**src/hdl/frpd_pkg.sv**
```systemverilog
// Package for the fault recovery policy decision block.
// Holds the episode and decision types and the action, variant and reason codes.
// No dependencies.
package frpd_pkg;

    // Recovery actions.
    localparam logic [2:0] REC_NONE     = 3'd0;
    localparam logic [2:0] REC_RETRY    = 3'd1;
    localparam logic [2:0] REC_REINIT   = 3'd2;
    localparam logic [2:0] REC_DEGRADE  = 3'd3;
    localparam logic [2:0] REC_ESCALATE = 3'd4;

    // Association levels.
    localparam logic [1:0] LVL_EXACT   = 2'd0;
    localparam logic [1:0] LVL_UNKNOWN = 2'd3;

    // Policy variants.
    localparam logic [2:0] VAR_FIXED_RETRY = 3'd0;
    localparam logic [2:0] VAR_RETRY_RECOV = 3'd1;
    localparam logic [2:0] VAR_CONTEXT     = 3'd2;
    localparam logic [2:0] VAR_CTX_HISTORY = 3'd3;
    localparam logic [2:0] VAR_INTEGRATED  = 3'd4;

    // Attempt thresholds.
    localparam logic [7:0] ATT_TWO   = 8'd2;
    localparam logic [7:0] ATT_THREE = 8'd3;

    // Reason codes, one per rule.
    localparam logic [7:0] RSN_NO_ACTION       = 8'd0;
    localparam logic [7:0] RSN_FIX_RETRY       = 8'd1;
    localparam logic [7:0] RSN_FIX_ESCALATE    = 8'd2;
    localparam logic [7:0] RSN_RR_RETRY        = 8'd3;
    localparam logic [7:0] RSN_RR_REINIT       = 8'd4;
    localparam logic [7:0] RSN_RR_DEGRADE      = 8'd5;
    localparam logic [7:0] RSN_RR_ESCALATE     = 8'd6;
    localparam logic [7:0] RSN_CTX_UNSAFE      = 8'd7;
    localparam logic [7:0] RSN_CTX_BUS_REINIT  = 8'd8;
    localparam logic [7:0] RSN_CTX_RETRY       = 8'd9;
    localparam logic [7:0] RSN_CTX_DEGRADE     = 8'd10;
    localparam logic [7:0] RSN_CTX_ESCALATE    = 8'd11;
    localparam logic [7:0] RSN_HIST_UNSAFE     = 8'd12;
    localparam logic [7:0] RSN_HIST_REINIT     = 8'd13;
    localparam logic [7:0] RSN_HIST_RETRY      = 8'd14;
    localparam logic [7:0] RSN_HIST_DEGRADE    = 8'd15;
    localparam logic [7:0] RSN_HIST_ESCALATE   = 8'd16;
    localparam logic [7:0] RSN_INT_NOT_EXACT   = 8'd17;
    localparam logic [7:0] RSN_INT_AMBIGUOUS   = 8'd18;
    localparam logic [7:0] RSN_INT_UNSAFE      = 8'd19;
    localparam logic [7:0] RSN_INT_EXHAUSTED   = 8'd20;
    localparam logic [7:0] RSN_INT_LATE        = 8'd21;
    localparam logic [7:0] RSN_INT_RETRY       = 8'd22;
    localparam logic [7:0] RSN_INT_REINIT      = 8'd23;
    localparam logic [7:0] RSN_INT_DEGRADE     = 8'd24;
    localparam logic [7:0] RSN_INT_ESCALATE    = 8'd25;
    localparam logic [7:0] RSN_BAD_VARIANT     = 8'd255;

    // Packed widths of the stream payloads.
    localparam int unsigned IN_TDATA_W  = 24;
    localparam int unsigned OUT_TDATA_W = 16;

    // One fault episode context.
    typedef struct packed {
        logic       episode_active;
        logic       episode_terminal;
        logic [1:0] association;
        logic [7:0] attempts;
        logic       retry_ok;
        logic       reinit_ok;
        logic       degrade_ok;
        logic       deps_safe;
        logic       shared_valid;
        logic       persistent_bus_fault;
    } t_episode;

    // One recovery decision.
    typedef struct packed {
        logic [2:0] action;
        logic       is_terminal;
        logic       retry_granted;
        logic [7:0] rule_id;
        logic [1:0] scope_level;
    } t_decision;

endpackage

```
**src/hdl/frpd_decide.sv**
```systemverilog
// Decision logic of the fault recovery policy block.
// Maps one registered episode context and the policy variant to a decision.
// Depends on frpd_pkg.
module frpd_decide
    import frpd_pkg::*;
(
    input  logic [2:0] i_variant,
    input  t_episode   i_episode,
    output t_decision  o_decision
);

    logic       w_unsafe_ctx;
    logic       w_amb;
    logic       w_lt2;
    logic       w_lt3;
    logic [2:0] w_deg_or_esc;

    // Shared conditions used by several variants.
    assign w_amb        = (i_episode.association == LVL_UNKNOWN);
    assign w_unsafe_ctx = w_amb || !i_episode.deps_safe || !i_episode.shared_valid;
    assign w_lt2        = (i_episode.attempts < ATT_TWO);
    assign w_lt3        = (i_episode.attempts < ATT_THREE);
    assign w_deg_or_esc = i_episode.degrade_ok ? REC_DEGRADE : REC_ESCALATE;

    // Rule table per variant; the first matching rule wins.
    always_comb begin
        o_decision                  = '0;
        o_decision.scope_level      = i_episode.association;
        o_decision.action           = REC_NONE;
        o_decision.rule_id          = RSN_NO_ACTION;
        if (i_episode.episode_active && !i_episode.episode_terminal) begin
            case (i_variant)
                VAR_FIXED_RETRY: begin
                    if (w_lt2) begin
                        o_decision.action        = REC_RETRY;
                        o_decision.retry_granted = 1'b1;
                        o_decision.rule_id       = RSN_FIX_RETRY;
                    end else begin
                        o_decision.action      = REC_ESCALATE;
                        o_decision.is_terminal = 1'b1;
                        o_decision.rule_id     = RSN_FIX_ESCALATE;
                    end
                end
                VAR_RETRY_RECOV: begin
                    if (w_lt2 && i_episode.retry_ok) begin
                        o_decision.action        = REC_RETRY;
                        o_decision.retry_granted = 1'b1;
                        o_decision.rule_id       = RSN_RR_RETRY;
                    end else if (i_episode.reinit_ok && w_lt3) begin
                        o_decision.action  = REC_REINIT;
                        o_decision.rule_id = RSN_RR_REINIT;
                    end else if (i_episode.degrade_ok) begin
                        o_decision.action      = REC_DEGRADE;
                        o_decision.is_terminal = 1'b1;
                        o_decision.rule_id     = RSN_RR_DEGRADE;
                    end else begin
                        o_decision.action      = REC_ESCALATE;
                        o_decision.is_terminal = 1'b1;
                        o_decision.rule_id     = RSN_RR_ESCALATE;
                    end
                end
                VAR_CONTEXT: begin
                    if (w_unsafe_ctx) begin
                        o_decision.action      = w_deg_or_esc;
                        o_decision.is_terminal = 1'b1;
                        o_decision.rule_id     = RSN_CTX_UNSAFE;
                    end else if (i_episode.persistent_bus_fault && i_episode.reinit_ok) begin
                        o_decision.action  = REC_REINIT;
                        o_decision.rule_id = RSN_CTX_BUS_REINIT;
                    end else if (i_episode.retry_ok) begin
                        o_decision.action        = REC_RETRY;
                        o_decision.retry_granted = 1'b1;
                        o_decision.rule_id       = RSN_CTX_RETRY;
                    end else if (i_episode.degrade_ok) begin
                        o_decision.action      = REC_DEGRADE;
                        o_decision.is_terminal = 1'b1;
                        o_decision.rule_id     = RSN_CTX_DEGRADE;
                    end else begin
                        o_decision.action      = REC_ESCALATE;
                        o_decision.is_terminal = 1'b1;
                        o_decision.rule_id     = RSN_CTX_ESCALATE;
                    end
                end
                VAR_CTX_HISTORY: begin
                    if (w_unsafe_ctx) begin
                        o_decision.action      = w_deg_or_esc;
                        o_decision.is_terminal = 1'b1;
                        o_decision.rule_id     = RSN_HIST_UNSAFE;
                    end else if (!w_lt2 && i_episode.reinit_ok) begin
                        o_decision.action  = REC_REINIT;
                        o_decision.rule_id = RSN_HIST_REINIT;
                    end else if (i_episode.retry_ok && w_lt2) begin
                        o_decision.action        = REC_RETRY;
                        o_decision.retry_granted = 1'b1;
                        o_decision.rule_id       = RSN_HIST_RETRY;
                    end else if (i_episode.degrade_ok) begin
                        o_decision.action      = REC_DEGRADE;
                        o_decision.is_terminal = 1'b1;
                        o_decision.rule_id     = RSN_HIST_DEGRADE;
                    end else begin
                        o_decision.action      = REC_ESCALATE;
                        o_decision.is_terminal = 1'b1;
                        o_decision.rule_id     = RSN_HIST_ESCALATE;
                    end
                end
                VAR_INTEGRATED: begin
                    if (i_episode.association != LVL_EXACT) begin
                        o_decision.action      = REC_ESCALATE;
                        o_decision.is_terminal = 1'b1;
                        o_decision.rule_id     = RSN_INT_NOT_EXACT;
                    end else if (w_amb && !i_episode.degrade_ok) begin
                        // Ambiguity rule: the rule above already catches an unknown
                        // association, so this one never fires.
                        o_decision.action      = REC_ESCALATE;
                        o_decision.is_terminal = 1'b1;
                        o_decision.rule_id     = RSN_INT_AMBIGUOUS;
                    end else if (!i_episode.deps_safe || !i_episode.shared_valid) begin
                        o_decision.action      = w_deg_or_esc;
                        o_decision.is_terminal = 1'b1;
                        o_decision.rule_id     = RSN_INT_UNSAFE;
                    end else if (!w_lt3) begin
                        o_decision.action      = w_deg_or_esc;
                        o_decision.is_terminal = 1'b1;
                        o_decision.rule_id     = RSN_INT_EXHAUSTED;
                    end else if (!w_lt2) begin
                        // Reinit if allowed; otherwise the episode ends.
                        o_decision.action      = i_episode.reinit_ok ? REC_REINIT : w_deg_or_esc;
                        o_decision.is_terminal = !i_episode.reinit_ok;
                        o_decision.rule_id     = RSN_INT_LATE;
                    end else if (i_episode.retry_ok) begin
                        o_decision.action        = REC_RETRY;
                        o_decision.retry_granted = 1'b1;
                        o_decision.rule_id       = RSN_INT_RETRY;
                    end else if (i_episode.reinit_ok) begin
                        o_decision.action  = REC_REINIT;
                        o_decision.rule_id = RSN_INT_REINIT;
                    end else if (i_episode.degrade_ok) begin
                        o_decision.action      = REC_DEGRADE;
                        o_decision.is_terminal = 1'b1;
                        o_decision.rule_id     = RSN_INT_DEGRADE;
                    end else begin
                        o_decision.action      = REC_ESCALATE;
                        o_decision.is_terminal = 1'b1;
                        o_decision.rule_id     = RSN_INT_ESCALATE;
                    end
                end
                default: begin
                    o_decision.action      = REC_ESCALATE;
                    o_decision.is_terminal = 1'b1;
                    o_decision.rule_id     = RSN_BAD_VARIANT;
                end
            endcase
        end
    end

endmodule

```
**src/hdl/fault_recovery_policy_decision.sv**
```systemverilog
// Top level of the fault recovery policy decision block.
// Holds the input register, the result register and the policy register.
// Depends on frpd_pkg and frpd_decide.

// Each transfer on the slave stream carries one fault episode context and
// yields exactly one decision transfer on the master stream. The block takes
// one item per clock cycle while the master side does not stall; a decision
// passes through the input register and then the result register, with the
// rule table in between. Both registers hold while the master side
// stalls, so no item is lost. The policy variant register is written through
// the configuration channel, which is always ready; write it only while no
// item is in flight.
module fault_recovery_policy_decision
    import frpd_pkg::*;
(
    input  logic                   i_clk,
    input  logic                   i_rst_n,

    // Configuration channel: policy_variant in bits [2:0].
    input  logic                   i_cfg_valid,
    output logic                   o_cfg_ready,
    input  logic [2:0]             i_cfg_data,

    // Episode stream. tdata from bit 0: episode_active, episode_terminal,
    // association[1:0], attempts[7:0], retry_ok, reinit_ok, degrade_ok,
    // deps_safe, shared_valid, persistent_bus_fault, zero fill.
    input  logic                   s_axis_tvalid,
    output logic                   s_axis_tready,
    input  logic [IN_TDATA_W-1:0]  s_axis_tdata,

    // Decision stream. tdata from bit 0: action[2:0], is_terminal,
    // retry_granted, rule_id[7:0], scope_level[1:0], zero fill.
    output logic                   m_axis_tvalid,
    input  logic                   m_axis_tready,
    output logic [OUT_TDATA_W-1:0] m_axis_tdata
);

    logic [2:0] r_variant;
    logic       r_in_valid;
    logic       n_in_valid;
    t_episode   r_in;
    t_episode   w_episode;
    logic       r_out_valid;
    logic       n_out_valid;
    t_decision  r_out;
    t_decision  w_decision;
    logic       w_adv;

    // Unpack the incoming transfer into the episode fields.
    assign w_episode.episode_active       = s_axis_tdata[0];
    assign w_episode.episode_terminal     = s_axis_tdata[1];
    assign w_episode.association          = s_axis_tdata[3:2];
    assign w_episode.attempts             = s_axis_tdata[11:4];
    assign w_episode.retry_ok             = s_axis_tdata[12];
    assign w_episode.reinit_ok            = s_axis_tdata[13];
    assign w_episode.degrade_ok           = s_axis_tdata[14];
    assign w_episode.deps_safe            = s_axis_tdata[15];
    assign w_episode.shared_valid         = s_axis_tdata[16];
    assign w_episode.persistent_bus_fault = s_axis_tdata[17];

    // Policy register; the channel never stalls.
    assign o_cfg_ready = 1'b1;

    always_ff @(posedge i_clk) begin
        if (!i_rst_n) begin
            r_variant <= VAR_FIXED_RETRY;
        end else if (i_cfg_valid) begin
            r_variant <= i_cfg_data;
        end
    end

    // Pipeline control: the input stage moves when the result stage is free.
    assign w_adv         = !r_out_valid || m_axis_tready;
    assign s_axis_tready = !r_in_valid || w_adv;
    assign n_in_valid    = s_axis_tready ? s_axis_tvalid : r_in_valid;
    assign n_out_valid   = w_adv ? r_in_valid : r_out_valid;

    always_ff @(posedge i_clk) begin
        if (!i_rst_n) begin
            r_in_valid  <= 1'b0;
            r_out_valid <= 1'b0;
        end else begin
            r_in_valid  <= n_in_valid;
            r_out_valid <= n_out_valid;
        end
    end

    // Payload registers.
    always_ff @(posedge i_clk) begin
        if (s_axis_tready && s_axis_tvalid) begin
            r_in <= w_episode;
        end
        if (w_adv && r_in_valid) begin
            r_out <= w_decision;
        end
    end

    // Rule table between the two registers.
    frpd_decide u_decide (
        .i_variant  (r_variant),
        .i_episode  (r_in),
        .o_decision (w_decision)
    );

    // Pack the decision for the master stream.
    assign m_axis_tvalid = r_out_valid;
    assign m_axis_tdata  = {1'b0, r_out.scope_level, r_out.rule_id,
                            r_out.retry_granted, r_out.is_terminal, r_out.action};

    // A retry authorization only comes with a retry action.
    a_retry_auth: assert property (@(posedge i_clk) disable iff (!i_rst_n)
        (r_out_valid && r_out.retry_granted) |-> (r_out.action == REC_RETRY))
        else $error("retry authorized without retry action");

    // Reason zero is the no-action decision and never ends the episode.
    a_no_action: assert property (@(posedge i_clk) disable iff (!i_rst_n)
        (r_out_valid && (r_out.rule_id == RSN_NO_ACTION)) |->
        ((r_out.action == REC_NONE) && !r_out.is_terminal))
        else $error("reason zero with an action");

    // Escalation and degrade always end the episode.
    a_terminal: assert property (@(posedge i_clk) disable iff (!i_rst_n)
        (r_out_valid && ((r_out.action == REC_ESCALATE) || (r_out.action == REC_DEGRADE)))
        |-> r_out.is_terminal)
        else $error("terminal action not flagged terminal");

    // A held input item stays put until the result stage frees up.
    a_in_hold: assert property (@(posedge i_clk) disable iff (!i_rst_n)
        (r_in_valid && !w_adv) |=> (r_in_valid && $stable(r_in)))
        else $error("input stage lost an item while stalled");

endmodule

```
**config.mk**
```make
export PLATFORM = sky130hd
export DESIGN_NAME = fault_recovery_policy_decision
export DESIGN_NICKNAME = d
export VERILOG_FILES = /design/src/hdl/frpd_pkg.sv /design/src/hdl/frpd_decide.sv /design/src/hdl/fault_recovery_policy_decision.sv
export SDC_FILE = /design/constraint.sdc
export NUM_CORES = 1
export LEC_CHECK = 0
export ABC_AREA = 0
export BUFFER_PORTS_ARGS = -buffer_cell sky130_fd_sc_hd__clkbuf_2
export CAP_MARGIN = 25
export CORE_ASPECT_RATIO = 0.5
export CORE_MARGIN = 2
export CORE_UTILIZATION = 56
export CTS_CLUSTER_DIAMETER = 100
export DETAILED_ROUTE_END_ITERATION = 16
export HOLD_SLACK_MARGIN = 0.1
export PLACE_DENSITY = 0.87
export SLEW_MARGIN = 20
export SYNTH_ARGS = -nofsm -noshare
export SYNTH_HDL_FRONTEND = slang
export SYNTH_SLANG_ARGS = --single-unit
```
**constraint.sdc**
```tcl
create_clock -name i_clk -period 5.41 [get_ports i_clk]
set_clock_uncertainty 0.1 [all_clocks]
set_input_delay 0.2705 -clock i_clk [delete_from_list [all_inputs] [get_ports i_clk]]
set_output_delay 0.2705 -clock i_clk [all_outputs]
set_load 0.02 [all_outputs]
```
Word level (Yosys, flattened, before mapping)
Cells that the tools add are included.
{ "op_classes": {"add_sub_neg": 0, "n_mul": 0, "n_div": 0, "n_lt_le_gt_ge": 2, "n_eq_ne": 5, "n_shift": 0, "mux": 61, "bitwise": 0, "reduce_logical": 23} }
{ "ops": {"columns": ["cell", "n"], "rows": [
  ["8-bit 2-to-1 mux", 15],
  ["8-bit one-hot mux with 5 select lines", 1],
  ["3-bit 2-to-1 mux", 11],
  ["4-bit 2-to-1 mux", 8],
  ["4-bit one-hot mux with 5 select lines", 1],
  ["1-bit 2-to-1 mux", 19],
  ["8-bit by 2-bit < comparator with 1-bit output, second input constant", 2],
  ["1-bit logical AND", 8],
  ["1-bit zero test", 8],
  ["2-bit 2-to-1 mux", 4],
  ["3-bit by 2-bit == test with 1-bit output, second input constant", 2],
  ["1-bit logical OR", 5],
  ["5-bit 2-to-1 mux", 1],
  ["1-bit one-hot mux with 5 select lines", 1],
  ["3-bit by 1-bit == test with 1-bit output, second input constant", 1],
  ["3-bit == test, second input constant", 1],
  ["3-bit zero test", 1],
  ["2-bit == test, second input constant", 1],
  ["2-bit nonzero test", 1]
]} }
{ "totals": {"regBits": 38, "latchBits": 0, "ramBits": 0, "mem_bits_ro": 0, "input_bits": 32, "output_inout_bits": 19, "n_memories": 0} }

Depth between registers and ports, before layout
Gate-level depths: netlist (run 1).
{ "logic_depth": {"word_depth": 9, "ltp_mapped": 6, "ltp_nobuf": 5} }

Modules after synthesis
Synthesis (run 1) repeated with hierarchy kept, for this count alone.
{ "unflattened": {"hier_cells": 174, "hier_area_um2": 1994.4} }
{ "modules_own_cells": {"columns": ["module", "n_inst", "cells_each", "area_per_inst_um2", "seq_area_each_um2"], "rows": [
  ["fault_recovery_policy_decision", 1, 55, 1226.2, 1091.0],
  ["frpd_decide", 1, 119, 768.2, 0.0]
]} }

Least setup slack after synthesis (run 1)
No wires, ideal clock.
{ "synth_timing": {"kind": "register -> register", "startpoint": "reg r_in[8] (netlist bit)", "endpoint": "reg r_out, in the netlist m_axis_tdata[2] (data pin)", "arrival_time_ns": 1.557, "required_ns": 5.055, "slack_ns": 3.498, "stages_incl_launch_ff": 6, "n_path_buf": 0, "period_less_slack_ns": 1.912, "cell_sequence": "edfxtp_1 or4_4 o211ai_1 o311a_1 a31oi_1 and2_1"} }
{ "synth_via": {"elab_chain_len": 7} }
{ "synth_lines": {"columns": ["element", "line_no", "source"], "rows": [
  ["start: declaration", "fault_recovery_policy_decision.sv:41", "t_episode r_in;"],
  ["start signal: assignment", "fault_recovery_policy_decision.sv:91", "r_in <= w_episode;"],
  ["8-bit by 2-bit < comparator with 1-bit output", "frpd_decide.sv:21", "assign w_lt2 = (i_episode.attempts < ATT_TWO);"],
  ["4-bit 2-to-1 mux", "frpd_decide.sv:125", "end else if (!w_lt2) begin"],
  ["4-bit 2-to-1 mux", "frpd_decide.sv:121", "end else if (!w_lt3) begin"],
  ["4-bit 2-to-1 mux", "frpd_decide.sv:117", "end else if (!i_episode.deps_safe || !i_episode.shared_valid) begin"],
  ["4-bit 2-to-1 mux", "frpd_decide.sv:111", "end else if (w_amb && !i_episode.degrade_ok) begin"],
  ["4-bit 2-to-1 mux", "frpd_decide.sv:107", "if (i_episode.association != LVL_EXACT) begin"],
  ["4-bit one-hot mux with 5 select lines *", "frpd_decide.sv:32", "case (i_variant)"],
  ["end signal: assignment", "fault_recovery_policy_decision.sv:94", "r_out <= w_decision;"],
  ["end: declaration", "fault_recovery_policy_decision.sv:45", "t_decision r_out;"]
]} }
Mark *: on every way between the ends. The rest lies on a longest branch, timed or not.
A chain may end at the register's enable or synchronous reset.

Worst setup path after layout (run 1)
{ "layout_timing": {"startpoint": "reg r_in[8] (netlist bit)", "endpoint": "reg r_out, in the netlist m_axis_tdata[0] (data pin)"} }
Same word-level chain as after synthesis.

==> results of run 1 <==
[power by group]
part / internal (uW) / leakage, uW / switching [uW]
registers: 319 / 0.000336 / 17.4
logic: 37.6 / 0.000470 / 46.7
clock network: 137 / 0.0000552 / 103
[per-layer routing]
layer / wire [um] / vias to the layer above
li1: - / 765
met1: 2070 / 775
met2: 2220 / 120
met3: 505 / 19
met4: 151 / 2
met5: 19 / -
[registers in the layout, summed over array words and instances (netlist names)]
register	count
m_axis_tvalid	1
r_in_valid	1
r_in	18
m_axis_tdata	13
r_variant	3
[what timing repair did]
item | CTS | global route
setup buffers | 0 | 0
hold buffers | 18 | 0
gates resized for setup | 0 | 0
hold endpoints to repair | 18 | 0
[per-stage QoR]
step           hold WS (ps)  cells  utilization, %  area, um2  setup slack [ps]
3_3_place_gp            347    244            66.6       2050              3260
4_1_cts                 137    270            76.0       2340              3290
6_report                143    270            76.0       2340              3160
5_1_grt                 154    270            76.0       2340              2990
2_1_floorplan           269    175               -       1860              3500
3_5_place_dp            349    244            66.6       2050              3310
[worst paths after layout]
| kind | start | endpoint | slack, ps | cells after the start |
|---|---|---|---|---|
| setup / recovery | r_in[8] | m_axis_tdata[0] | 3160 | 5 |
| hold / removal | i_cfg_data[0] | r_variant[0] | 140 | 3 |
| setup reg to reg | r_in[8] | m_axis_tdata[0] | 3160 | 5 |
| hold reg to reg | r_in[14] | m_axis_tdata[13] | 390 | 0 |
[synthesized netlist by cell type, types with 3 or more instances]
cell | n | area share (%)
nor2_1 | 13 | 2.6
nand3_1 | 3 | 0.81
nand2_1 | 11 | 2.2
inv_1 | 3 | 0.61
dfxtp_1 | 5 | 5.4
a41oi_1 | 4 | 1.9
o21ai_0 | 8 | 2.2
mux2i_1 | 3 | 1.6
buf_4 | 4 | 1.6
a31oi_1 | 4 | 1.3
nand2b_1 | 6 | 2.0
and2_1 | 5 | 1.7
or3_1 | 3 | 1.0
a21oi_1 | 16 | 4.3
edfxtp_1 | 31 | 50
clkbuf_1 | 7 | 1.4
nor3_1 | 4 | 1.1
nor2b_1 | 10 | 3.4
[cells in the final DEF, fill, tap and decap left out, types with 2 or more instances in the layout]
master	netlist	routed
and2_1	5	5
dfxtp_1	5	5
nor2b_1	10	9
a41oi_1	4	4
a221oi_1	2	2
nand2b_1	6	6
clkbuf_2	0	42
conb_1	2	2
nand2_1	11	11
clkbuf_8	0	5
mux2i_1	3	3
o21ai_1	2	2
nor2_1	13	13
inv_1	3	3
a21oi_1	16	16
nand3_1	3	3
dlygate4sd3_1	0	18
nor3_1	4	4
a31oi_1	4	4
or3_1	3	3
o211ai_1	2	2
a211oi_1	2	2
o22ai_1	2	2
edfxtp_1	31	31
o21ai_0	8	8
[layout make-up]
cell class,count,area [um2]
timing repair buffer,60,390
clock inverter,2,35.0
fill,221,741
inverter,3,11.3
sequential,36,1030
tap,40,50.0
clock buffer,6,72.6
multi-input combinational,123,752
[kinds of logic after synthesis]
logic type	after synthesis
simple gates	63
buf+inv	16
mux	3
flops	36
compound gates	55
other cells	2
[worst max-delay path, stage by stage (launching register included)]
cell      delay [ps]
edfxtp_1         420
nor4_2           470
nand4_1          340
nor3_1           360
o32a_1           220
a31oi_1           80
==> metrics.txt, run 1 <==
status completed; fin crit period 2250 ps; largest net degree at the start of global routing 20; setup TNS 0 ps; initial antenna violation count 0; Synth Cell Area 0.00186 mm2; register area share after synthesis around 56%; cts bufs inserted 5; crit-path max FO 5; Antenna diodes 0; Final period util a little over 40%; Distinct cells, synth 47; number of global-route vias before repair 1,555; slew margin rel. 48.4%; main combinational cell family by area after synthesis compound AO/OA/AOI/OAI gates; RSZ-0062 raised after global routing false; first-pass GRT wire length 7600 um; Detailed Routing Iterations Pass 1 6; critical path capture point type flip-flop; ANT nets after route 0; fraction of layout cells with a size suffix above 1 23.5%; Synth Area in XOR/XNOR 0%; Clock Tree Root clkbuf_8; fin. max-slew vios 0; Final Setup Violations 0; multiplexer share of the synthesized area 1.62%; htree depth 2; GP Congestion 0.963; die area 0.00382 mm2; syn_area_per_cell 10.6 um2; vias roughly 1,700; CTS tree yes; Crit Path Class reg2reg; Synth Warn # 0; count of final hold-check violations 0; hpwl dp 3040 um; Max Buffers Root-to-Sink 2; met2 Use GR 42.0%; maxcap violations 0; all-layer global routing usage 27.5%; drt total wl 4960 um; Req. time, crit path 5350 ps; initial drt markers about 260; compound-cell area share of the yosys netlist 19.9%; FF+latch count, synth 36; Top FF cell, synth edfxtp_1; GRT busiest layer met2; Peak VDD IR 0.000192 V; Die Width 85.4 um; CP Launch Type flip-flop; Core ar. 0.00308 mm2; clock slew at reported path FFs about 70 ps; # clock sinks 36; GR Util met3 between 8 and 9%; adder-cell area share of the yosys netlist 0%; vias per cell 6.23; DRC 0; leakage roughly 0.00086 uW; FP Rows 14; later-pin clock latency in the skew report 300 ps; Initial Utilization approximately 60%; nets@finish 261; Overflow after GRT 0; Die Y approximately 45 um; post-synth net total roughly 210; Port Buffers 42; crit path DAT 2190 ps; Post-synth EDFFs 31; maximum clock frequency around 440 MHz; grt met1 use 36.5%; Hold Crit Class in2reg; Area Overhead vs Synth 26.1%; DR WL/cell 18.4 um; Post-Synth Simple-Gate Area 18.5%; Mapped Cells 175; FFs w/ async S/R, synth 0%; total power about 660 uW; Slew @ Worst Pin roughly 770 ps; pwr/cell area 282 mW/mm2; I/O pin cnt 51
Note: power is estimated with default switching activity, not from simulation.
==> run 2, diff against run 1 <==
--- a/config.mk
+++ b/config.mk
@@ -10,11 +10,11 @@
 export CAP_MARGIN = 25
 export CORE_ASPECT_RATIO = 0.5
 export CORE_MARGIN = 2
-export CORE_UTILIZATION = 56
+export CORE_UTILIZATION = 47
 export CTS_CLUSTER_DIAMETER = 100
 export DETAILED_ROUTE_END_ITERATION = 16
 export HOLD_SLACK_MARGIN = 0.1
-export PLACE_DENSITY = 0.87
+export PLACE_DENSITY = 0.78
 export SLEW_MARGIN = 20
 export SYNTH_ARGS = -nofsm -noshare
 export SYNTH_HDL_FRONTEND = slang
==> constraint.sdc (replaced) <==
create_clock -name i_clk -period 1.95 [get_ports i_clk]
set_clock_uncertainty 0.1 [all_clocks]
set_input_delay 0.0975 -clock i_clk [delete_from_list [all_inputs] [get_ports i_clk]]
set_output_delay 0.0975 -clock i_clk [all_outputs]
set_load 0.02 [all_outputs]
==> run 2 against run 1 <==
The flow now finishes with violations (negative setup slack). Global-route usage is 3.6 points lower. Utilization is 6.5 points lower. Combinational power grew to 3.7 times the previous value. Via count is 4.2% higher. First-iteration DRC count is 31% lower. Hold slack worse by 41 ps. Register-to-register slack worse by 3300 ps. Non-clock buffer count is 30 higher. Fmax is 9.8% higher. Count of clock-buffer cells in the layout stayed put. Largest cell class unchanged.
==> metrics.txt, run 2 (synthesis results as in run 1) <==
CTS tree yes; failing checks negative setup slack; Worst Setup Slack, final -98.8 ps; FP Rows 16; hold worst-path end r_variant[0]; Slew @ Worst Pin 750 ps; fin util a little over two thirds; R2R Setup Slk -100 ps; Die Width 92.9 um; CP Launch Type flip-flop; Overflow after GRT 0; pwr/cell area approximately 700 mW/mm2; die area roughly 0.0045 mm2; crit-path max FO 4; vias 1,752; vias per cell around 5.6; clock slew at reported path FFs 70 ps; Worst path slowest cell or4_4; RSZ-0062 raised after global routing true; largest net degree at the start of global routing 19; reg2reg start r_in[9]; Max Buffers Root-to-Sink 2; Area Overhead vs Synth 43.8%; setup TNS -286 ps; Crit Path Class reg2reg; fraction of layout cells with a size suffix above 1 33.1%; cell chain of the critical path or4_4 -> o21ai_4 -> a21oi_1 -> or3_1 -> a31oi_1; worst hold start i_cfg_valid; Peak VDD IR 0.000487 V; fill count 294; RR Endpoint m_axis_tdata[0]; DRC 0; WP buf/inv 0; Port Buffers 42; GP Congestion 0.923; critical path capture point type flip-flop; count of final hold-check violations 0; I/O pin cnt 51; cts bufs inserted 5; maxcap violations 0; initial drt markers about 180; # clock sinks 36; drt total wl 5040 um; Register Area 0.00103 mm2; Biggest register r_in; Req. time, crit path 1980 ps; maximum clock frequency roughly 490 MHz; dpl ws -86.1 ps; Core ar. approximately 0.0038 mm2; number of global-route vias before repair 1,724; all-layer global routing usage 23.9%; fin. max-slew vios 0; Antenna diodes 0; crit path DAT 2080 ps; Clock Tree Root clkbuf_8; family with the most delay on the worst path simple AND/OR/NAND/NOR gates; Hold Path Depth 3; nets@finish just under 300; slew margin rel. 50.0%; delay of the slowest critical-path stage roughly 590 ps; htree depth 2; Final period util 105%; Detailed Routing Iterations Pass 1 5; later-pin clock latency in the skew report between 200 and 300 ps; Die Y 48.4 um; leakage approximately 0.001 uW; fin crit period between 2000 and 2500 ps; max reg flops 18; most frequent cells in the layout clkbuf_2, edfxtp_1, dlygate4sd3_1; Hold Crit Class in2reg; Initial Utilization 48.3%; commonest non-fill, non-tap cell in the layout clkbuf_2; first-pass GRT wire length 8110 um; initial antenna violation count 0; status finished, violations left; DR WL/cell 16.1 um; hold slack around 100 ps; Final Setup Violations 5; hpwl dp 3400 um; R2R depth 5; area of the multi-input gates roughly 800 um2; ANT nets after route 0
## run 2: area by class of cell
cell class / count / share of cell area (%)
flip-flops and latches: 36 / 38.7
multi-input cells: 123 / 30.5
repair buffers: 90 / 23.9
clock buffers: 6 / 2.72
well taps: 54 / 2.53
clock inverters: 2 / 1.31
inverters: 3 / 0.422
## run 2: worst max-delay path by stage
stage / endpoint / cells after the start / slack, ps / startpoint
2_1_floorplan: m_axis_tdata[2] / 5 / 40 / r_in[8]
3_3_place_gp: m_axis_tdata[6] / 5 / -70 / r_in[8]
3_5_place_dp: m_axis_tdata[6] / 5 / -90 / r_in[8]
4_1_cts: m_axis_tdata[0] / 5 / -60 / r_in[12]
5_1_grt: m_axis_tdata[7] / 5 / -140 / r_in[12]
6_report: m_axis_tdata[0] / 5 / -100 / r_in[9]
## run 2: where the power goes
group	switching (uW)	leakage (uW)	internal [uW]
clock	268	0.0000552	379
combinational	161	0.000627	147
sequential	30.3	0.000336	885
total	459	0.00102	1410
## run 2: timing repair
| item | in CTS | in global routing |
|---|---|---|
| pin swaps | 4 | 2 |
| setup buffers | 1 | 0 |
| resized for setup | 2 | 12 |
| endpoints found under the setup margin | 6 | 10 |
| hold endpoints to repair | 23 | 0 |
| hold buffers | 27 | 0 |
## run 2: stage by stage
stage	cells	area, um2	total power, uW
2_1_floorplan	175	1860	1070
3_5_place_dp	278	2220	1170
4_1_cts	314	2620	1850
3_3_place_gp	278	2220	1170
6_report	314	2670	1870
5_1_grt	314	2670	1940
## run 2: routing by layer
metal	up-vias	track usage [%]	wire, um
met5	-	0	0
met1	824	31.0	2190
met3	10	8.57	426
li1	820	-	-
met2	98	37.7	2350
met4	0	8.09	70
## run 2: worst register-to-register path: stages (launching register included)
cell,delay [ps]
edfxtp_1,420
or4_4,590
o21ai_4,220
a21oi_1,90
or3_1,330
a31oi_1,160
==> run 3, diff against run 2 <==
--- a/config.mk
+++ b/config.mk
@@ -8,13 +8,14 @@
 export ABC_AREA = 0
 export BUFFER_PORTS_ARGS = -buffer_cell sky130_fd_sc_hd__clkbuf_2
 export CAP_MARGIN = 25
-export CORE_ASPECT_RATIO = 0.5
+export CORE_ASPECT_RATIO = 1.25
 export CORE_MARGIN = 2
 export CORE_UTILIZATION = 47
 export CTS_CLUSTER_DIAMETER = 100
 export DETAILED_ROUTE_END_ITERATION = 16
 export HOLD_SLACK_MARGIN = 0.1
 export PLACE_DENSITY = 0.78
+export REMOVE_ABC_BUFFERS = 1
 export SLEW_MARGIN = 20
 export SYNTH_ARGS = -nofsm -noshare
 export SYNTH_HDL_FRONTEND = slang
==> run 3 against run 2 <==
The flow still finishes with violations (negative setup slack). Total power shrank 8.5%. Sequential share of layout area grew 0.36 points. Hold slack improved by 230 ps. Count of clock-buffer cells in the layout is 1 lower. Combinational power shrank 2%. First-iteration DRC count shrank 39%. Flip-flop and latch count unchanged. Die area shrank 0.60%. Utilization grew 0.35 points. Clock power decreased by 24%. Non-clock buffer count grew 1. Critical endpoint is now m_axis_tdata[6]. Largest power group unchanged. Highest routed layer unchanged.
==> metrics.txt, run 3 (synthesis results as in run 1) <==
status finished, violations left; failing checks negative setup slack; fin crit period 2040 ps; FP Rows 25; nets@finish 292; slew margin rel. 51.0%; fin. max-slew vios 0; leakage 0.00101 uW; maximum clock frequency 489 MHz; CP Launch Type flip-flop; Crit Path Class reg2reg; WP buf/inv 0; critical path capture point type flip-flop; largest net degree at the start of global routing 19; CTS tree yes; Core ar. roughly 0.0038 mm2; Detailed Routing Iterations Pass 1 4; die area 0.00447 mm2; Slew @ Worst Pin 735 ps; Cell Area, Placed 0.00221 mm2; later-pin clock latency in the skew report between 200 and 300 ps; hold worst-path end m_axis_tdata[8]; Die Y between 70 and 80 um; count of final hold-check violations 0; max reg flops 18; Die Width approximately 60 um; vias per cell 5.43; commonest non-fill, non-tap cell in the layout clkbuf_2; R2R Setup Slk -90 ps; Worst path slowest cell or4_4; maxcap violations 0; GP Congestion 0.961; clock slew at reported path FFs 70 ps; vias 1,710; Biggest register r_in; first-pass GRT wire length between 7000 and 8000 um; initial drt markers about 110; RR Endpoint m_axis_tdata[6]; Clock Tree Root clkbuf_8; Initial Utilization 49.1%; crit path DAT 2080 ps; all-layer global routing usage 23.6%; ANT nets after route 0; RSZ-0062 raised after global routing true; reg2reg start r_in[12]; Final Setup Violations 4; DRC 0; initial antenna violation count 0; Max Buffers Root-to-Sink 2; Area Overhead vs Synth 42.3%; Final period util 105%; total power roughly 1700 uW; pwr/cell area approximately 650 mW/mm2; cell chain of the critical path or4_4 -> or2_1 -> o21ai_0 -> a21boi_2 -> a31oi_1; Peak VDD IR 0.000477 V; Port Buffers 42; Overflow after GRT 0; number of global-route vias before repair about 1,700; Post-Layout Inst Area 0.00264 mm2; R2R depth 5; Hold Path Depth 4; # clock sinks 36; Req. time, crit path about 2000 ps; crit-path max FO 4; cts bufs inserted 5; dpl ws -56.3 ps; htree depth 2; Hold Crit Class in2reg; family with the most delay on the worst path simple AND/OR/NAND/NOR gates; most frequent cells in the layout clkbuf_2, edfxtp_1, dlygate4sd3_1; Worst Setup Slack, final -94.8 ps; fraction of layout cells with a size suffix above 1 about a third; drt total wl 4700 um; worst hold start m_axis_tready; Antenna diodes 0; hpwl dp 3120 um; DR WL/cell between 10 and 15 um; I/O pin cnt between 50 and 60; delay of the slowest critical-path stage 580 ps
## run 3: worst min-delay path: stages
cell and delay [ps]:
clkbuf_2 70, nor2b_1 70, nor2b_1 110, buf_4 220
## run 3: metal layers
metal,wire [um],global-route usage (%),vias to the layer above
met3,328,5.22,21
met4,206,10.6,0
met1,1740,27.0,769
li1,-,-,829
met5,0,0,-
met2,2420,41.3,91
## run 3: area by class of cell
| class | count | area [um2] |
|---|---|---|
| Tap cell | 54 | 67.6 |
| Timing Repair Buffer | 91 | 648 |
| Fill cell | 272 | 1140 |
| Clock buffer | 5 | 68.8 |
| Sequential cell | 36 | 1030 |
| Inverter | 3 | 11.3 |
| Clock inverter | 3 | 13.8 |
| Multi-Input combinational cell | 123 | 802 |
## run 3: how the worst max path moves through the flow
stage | to | cells after the start | start
after floorplan | m_axis_tdata[2] | 5 | r_in[8]
after global placement | m_axis_tdata[2] | 5 | r_in[8]
after detailed placement | m_axis_tdata[2] | 5 | r_in[8]
after CTS | m_axis_tdata[0] | 5 | r_in[12]
after global routing | m_axis_tdata[6] | 5 | r_in[12]
final | m_axis_tdata[6] | 5 | r_in[12]
## run 3: where the power goes
part	internal, uW	total [uW]	switching, uW
logic	148	303	155
registers	885	916	31.2
clock network	242	492	250
total	1280	1710	436
## run 3: per-stage QoR
stage	utilization (%)	hold slack, ps	setup TNS (ps)	cells
detailed placement	58.4	176	-189	277
floorplan	-	96.4	0	162
global route	69.8	378	-709	315
finish	69.8	334	-152	315
CTS	68.5	329	-87.4	314
global placement	58.4	174	-167	277
## run 3: repair_timing
action	in CTS	in global routing
resized for setup	2	9
endpoints found under the hold margin	23	0
hold buffers	28	0
pin swaps	7	4
setup endpoints to repair	7	10
buffers inserted	1	1
gates cloned	0	0
